--- config.mk ---
export PLATFORM = sky130hd
export DESIGN_NAME = rcci_sqrt
export DESIGN_NICKNAME = d
export VERILOG_FILES = /design/src/hdl/rcci_pkg.sv /design/src/hdl/rcci_sqrt.sv
export SDC_FILE = /design/constraint.sdc
export NUM_CORES = 2
export LEC_CHECK = 0
export BUFFER_PORTS_ARGS = -buffer_cell sky130_fd_sc_hd__buf_2
export CAP_MARGIN = 20
export CORE_UTILIZATION = 37
export CTS_CLUSTER_SIZE = 40
export DETAILED_ROUTE_END_ITERATION = 6
export SYNTH_ARGS = -nofsm -noshare
export SYNTH_HDL_FRONTEND = slang
export SYNTH_SLANG_ARGS = --single-unit
--- constraint.sdc ---
create_clock -name clk_i -period 5.1 [get_ports clk_i]
set_clock_uncertainty 0.1 [all_clocks]
set_input_delay 1.02 -clock clk_i [delete_from_list [all_inputs] [get_ports clk_i]]
set_output_delay 1.02 -clock clk_i [all_outputs]
set_load 0.005 [all_outputs]
--- src/hdl/rcci_pkg.sv ---
// shared types, constants and saturation helper for the capped cylinder intersector
`timescale 1ns / 1ps

package rcci_pkg;

  localparam int NUM_W    = 34;
  localparam int DIV_LAT  = 35;
  localparam int SQRT_LAT = 32;
  localparam int CFG_AW   = 3;

  typedef enum logic [1:0] {
    HIT_NONE    = 2'd0,
    HIT_OUTSIDE = 2'd1,
    HIT_INSIDE  = 2'd2
  } hit_kind_e;

  typedef enum logic [CFG_AW-1:0] {
    REG_CENTER_X       = 3'd0,
    REG_CENTER_Y       = 3'd1,
    REG_CENTER_Z       = 3'd2,
    REG_HALF_HEIGHT    = 3'd3,
    REG_RADIUS_SQUARED = 3'd4,
    REG_MAX_DISTANCE   = 3'd5
  } cfg_reg_e;

  function automatic logic signed [31:0] sat_s32(input logic signed [65:0] v);
    logic signed [31:0] r;
    if (v > 66'sd2147483647) begin
      r = 32'sh7fffffff;
    end else if (v < -66'sd2147483648) begin
      r = 32'sh80000000;
    end else begin
      r = v[31:0];
    end
    return r;
  endfunction

endpackage

--- src/hdl/rcci_sqrt.sv ---
// pipelined floor square root of a 64-bit value, one result bit per stage
`timescale 1ns / 1ps

module rcci_sqrt (
  input  logic        clk_i,
  input  logic        en_i,
  input  logic [63:0] val_i,
  output logic [31:0] root_o
);

  localparam int S = rcci_pkg::SQRT_LAT;

  logic [63:0] v_q [S-1];
  logic [63:0] r_q [S];

  for (genvar k = 0; k < S; k++) begin : g_step
    logic [63:0] v_in, r_in, bitv, trial, v_d, r_d;

    if (k == 0) begin : g_first
      assign v_in = val_i;
      assign r_in = '0;
    end else begin : g_next
      assign v_in = v_q[k-1];
      assign r_in = r_q[k-1];
    end

    assign bitv  = 64'd1 << (62 - 2 * k);
    assign trial = r_in + bitv;

    always_comb begin
      if (v_in >= trial) begin
        v_d = v_in - trial;
        r_d = (r_in >> 1) + bitv;
      end else begin
        v_d = v_in;
        r_d = r_in >> 1;
      end
    end

    always_ff @(posedge clk_i) begin
      if (en_i) r_q[k] <= r_d;
    end

    if (k < S - 1) begin : g_carry
      always_ff @(posedge clk_i) begin
        if (en_i) v_q[k] <= v_d;
      end
    end
  end

  assign root_o = r_q[S-1][31:0];

endmodule

# [After elaboration in Yosys (flattened, before gate mapping)]
# Memories as Yosys holds them, arrays and structs flattened.
# Cells that the tools add are included.
[op_classes] add_sub_neg=93 order_cmp=32 mux=65
[ops] cell="2-to-1 mux 64 bit" count=62
[ops] cell="greater-or-equal comparator 64 bit" count=31
[ops] cell="subtractor 64 bit" count=30
[ops] cell="adder 63 x 1 -> 64 bit, second input constant" count=1
[ops] cell="adder 63 x 11 -> 64 bit, second input constant" count=1
[ops] cell="adder 63 x 13 -> 64 bit, second input constant" count=1
[ops] cell="adder 63 x 15 -> 64 bit, second input constant" count=1
[ops] cell="adder 63 x 17 -> 64 bit, second input constant" count=1
[ops] cell="adder 63 x 19 -> 64 bit, second input constant" count=1
[ops] cell="adder 63 x 21 -> 64 bit, second input constant" count=1
[ops] cell="adder 63 x 23 -> 64 bit, second input constant" count=1
[ops] cell="adder 63 x 25 -> 64 bit, second input constant" count=1
[ops] cell="adder 63 x 27 -> 64 bit, second input constant" count=1
[ops] cell="adder 63 x 29 -> 64 bit, second input constant" count=1
[ops] cell="adder 63 x 3 -> 64 bit, second input constant" count=1
[ops] cell="adder 63 x 31 -> 64 bit, second input constant" count=1
[ops] cell="adder 63 x 33 -> 64 bit, second input constant" count=1
[ops] cell="adder 63 x 35 -> 64 bit, second input constant" count=1
[ops] cell="adder 63 x 37 -> 64 bit, second input constant" count=1
[ops] cell="adder 63 x 39 -> 64 bit, second input constant" count=1
[ops] cell="adder 63 x 41 -> 64 bit, second input constant" count=1
[ops] cell="adder 63 x 43 -> 64 bit, second input constant" count=1
[ops] cell="adder 63 x 45 -> 64 bit, second input constant" count=1
[ops] cell="adder 63 x 47 -> 64 bit, second input constant" count=1
[ops] cell="45 further kinds" count=46
[word_totals] regBits=0 ram_bits=4032 inputBits=66 out_inout_bits=32 wordCells=192 mem_count=2
[mem_list] memory="r_q" words=32 width=64 read_ports=32 rd_ports_with_merged_regs=0 write_ports=32 line="rcci_sqrt.sv:14" text="logic [63:0] r_q [S];"
[mem_list] memory="v_q" words=31 width=64 read_ports=31 rd_ports_with_merged_regs=0 write_ports=31 line="rcci_sqrt.sv:13" text="logic [63:0] v_q [S-1];"

# [Logic depth before layout (Yosys ltp)]
# An unclocked memory read counts as a cell.
[depth] depth_word=4 depth_mapped=16 ltp_nobuf=14

# [Worst setup path after synthesis]
# No wires, ideal clock.
[synth_timing] kind="register to register" from="mem v_q[12][46] (netlist: v_q[0][814])" to="mem v_q[13][58] (netlist: v_q[0][890]) (data pin)" setup_ns=0.260 t_arrival_ns=3.430 required_time_ns=4.740 setup_slack_ns=1.310 path_stages_with_launch=14 path_buffers=2 period_less_slack_ns=3.790 path_cell_list="edfxtp_1 > ha_1 > nand4_2 > or4_4 > nor4_4 > a211oi_1 > and3_1 > buf_6 > a211o_1 > or3_1 > buf_6 > or4_1 > nor2_1 > xor2_1"
[synth_lines] item="start, declared" line="rcci_sqrt.sv:13"

==> impl_metrics.py <==
metrics = {
    "placed_design": {
        "place_hpwl_um": 232000,
        "port_buffers": 97,
        "dpl.cell_count": 13900,
        "gp_congestion": 0.942,
        "place_worst_setup_slack_ps": 355,
    },
    "cells_and_area": {
        "area_growth_pct": 12.5,
        "drive_gt1_share_pct": 7.58,
        "multi_input_area_um2": 41400,
        "regArea_um2": 75400,
        "finalNetCount": 10500,
        "fin_cells": 14300,
        "final.fill_count": 29500,
    },
    "cts": {
        "cts_setup_buffers": 0,
        "cts_tree": "done",
        "clk_pin_slew_worst_paths_ps": 60,
        "clock_sinks": 2512,
        "cts-root-buf": "clkbuf_16",
        "cts_buffer_depth": 4,
        "cts_resized": 0,
        "numCtsBuffers": 277,
        "clk_latency_ps": 890,
        "hold_buffers": 0,
        "h-tree-depth": 5,
    },
    "drt": {
        "drc_errors": 0,
        "drt_wl_total_um": 305000,
        "drtAntennaViolNets": 0,
        "drt_iter0_drc": 5579,
        "detail_route.wl_per_cell_um": 21.2,
        "num_vias": 76400,
        "vias_per_cell": 5.32,
        "drtPass1Iterations": 5,
    },
    "synth": {
        "yosysWarnings": 0,
        "netlist_area_um2": 120000,
        "yosysTopAreaCellShare_pct": 62.8,
        "synth-main-ff-cell": "edfxtp_1",
        "ys_seq_area_share_pct": 62.8,
        "avgSynthCellArea_um2": 12.6,
        "synth_cell_type_count": 89,
        "synth_nets": 10200,
        "ys_ff_latch": 2512,
        "synthCells": 9551,
        "synth_edf_count": 2512,
        "synthArstFlopShare_pct": 0,
        "synth.area.top_cells": "edfxtp_1, ha_1, xnor2_1",
        "synth_top_cell_by_area": "edfxtp_1",
    },
    "die": {
        "io_pins": 98,
        "die_x_um": 572,
        "coreArea_um2": 322000,
        "rows": 208,
        "die_area_um2": 327000,
        "initial_core_util_pct": 37.3,
        "die_h_um": 572,
    },
    "critical_path": {
        "cp_max_fo": 6,
        "start_kind": "flip-flop",
        "cp.buffers_inverters": 2,
        "required_ps": 5570,
        "slowest_delay_ps": 790,
        "worst_ep_arrival_time_ps": 5190,
        "critical_path_class": "reg2reg",
        "cp_slowest_cell": "a2111oi_0",
        "cp-end-kind": "flip-flop",
        "crit_chain": "ha_1 > o21ai_0 > a21oi_1 > o41ai_1 > a211oi_1 > buf_4 > o32a_1 > a2111oi_0 > buf_4 > nor2b_1 > nand4b_1 > xnor2_1",
        "cp_top_family": "compound AO/OA/AOI/OAI gates",
        "cpMostUsedCell": "buf_4",
    },
    "sta": {
        "relSlewSlack_pct": 31.4,
        "timing.final.crit_share_pct": 92.6,
        "setup_ws_ps": 377,
        "finalSetupTns_ps": 0,
        "rsz0062_at_grt": "no",
        "period_needed_ps": 4720,
        "worst_pin_slew_ps": 1010,
        "clock.fmax_mhz": 212,
        "final_hold_viol_count": 0,
        "setup_violations": 0,
        "final_max_slew_viol_count": 0,
    },
    "worst_hold_path": {
        "hp-class": "in2reg",
    },
    "global_route": {
        "grt.total_usage_pct": 18.3,
        "grt_pass1_vias": 76200,
        "antenna_found_initial": 3,
        "grt_overflow": 0,
        "grt_pass1_wl_um": 460000,
        "grt_max_degree": 159,
    },
    "power": {
        "power_density_nw_per_um2": 453,
        "power.leakage_nw": 50.5,
        "irDropWorstVdd_v": 0.000317,
    },
    "job": {
        "drv_cap": 0,
    },
    "run_status": {
        "status": "complete, no violations",
    },
}
-- area by class of cell --
cell class	count	share of cell area, %
inverters	687	1.91
clock buffers	331	5.39
diodes	3	0.00555
flip-flops and latches	2512	55.8
clock inverters	147	1.10
repair buffers	215	1.22
well taps	4305	3.98
multi-input cells	6148	30.6
-- flip-flops by register name, summed over array words and instances (netlist names) --
name  cells
v_q    1984
r_q     528
-- synthesized netlist by cell type, drive strengths merged (18+ instances only) --
cell,count
nor2b,86
nand3,148
or3,102
a2111oi,18
a31oi,42
a211oi,35
ha,558
xnor2,475
and3,41
edfxtp,2512
or4,60
nor4,332
nand3b,23
o21ai,422
a21oi,628
nand4b,31
a21o,234
nand2b,116
or2,40
nor2,688
o31ai,41
a21boi,18
nand2,574
buf,20
inv,686
mux2,88
nor3,252
o211ai,36
o31a,18
a211o,21
o21bai,41
nor4b,49
clkbuf,184
o21a,91
and2,36
xor2,407
and4,22
nand4,173
-- worst paths after layout --
path	slack [ps]	start	cells after the start	end
setup / recovery	380	v_q[1][713]	12	v_q[1][824]
hold / removal	240	val_i[5]	1	v_q[0][5]
setup reg to reg	380	v_q[1][713]	12	v_q[1][824]
hold reg to reg	320	v_q[0][719]	0	v_q[0][783]
-- logic make-up (layout without fill, tap and decap cells) --
kind of cell    after synthesis  count (layout)  synth area share [%]
other cells                   0               3                     0
buf+inv                     891            1380                  2.80
mux                          95              95                 0.883
flops                      2512            2512                  62.8
xor+xnor                    882             882                  6.43
simple gates               2820            2820                  12.1
compound gates             1793            1793                  9.22
fa+ha+maj                   558             558                  5.81
-- report_power, final --
group	leakage [nW]	internal, mW	switching (mW)
Sequential	24.2	26.2	2.28
Clock	4.27	11.5	8.07
Combinational	22.1	5.25	7.81
-- metrics by stage --
step | instance area, um^2 | hold slack (ps) | total power, mW | util [%]
floorplan | 120000 | 317 | 37.0 | -
finish | 135000 | 240 | 61.2 | 42.0
global placement | 126000 | 325 | 41.7 | 39.2
global route | 135000 | 194 | 63.9 | 42.0
detailed placement | 126000 | 330 | 41.8 | 39.2
CTS | 135000 | 168 | 61.6 | 42.0
-- routing by layer --
layer	vias up	wire length (um)	share of wire, %	global-route usage (%)
met5	-	0	0	0
met4	0	13700	4.5	7.81
met3	598	11500	3.8	2.14
met2	1988	163000	53	34.9
met1	37400	117000	38	20.2
li1	36300	-	-	-
-- layout by cell type (no fill, tap or decap), types with 40 or more instances in the layout --
cell type and instances:
ha_1 558, nand4_1 172, nor3_1 250, inv_1 684
clkbuf_1 47, o21bai_1 41, nand2_1 574, xnor2_1 475
buf_2 99, or4_1 59, nor2b_1 86, a31oi_1 40
clkbuf_16 284, a21oi_1 628, edfxtp_1 2512, and3_1 41
clkinv_1 56, nor2_1 687, nor4b_1 49, nand3_1 147
nand2b_1 116, xor2_1 407, mux2_2 88, o31ai_1 41
o21a_1 91, a21o_1 234, nor4_1 331, or3_1 101
buf_4 92, o21ai_0 416
No activity file was read; power rests on OpenSTA's default activity.
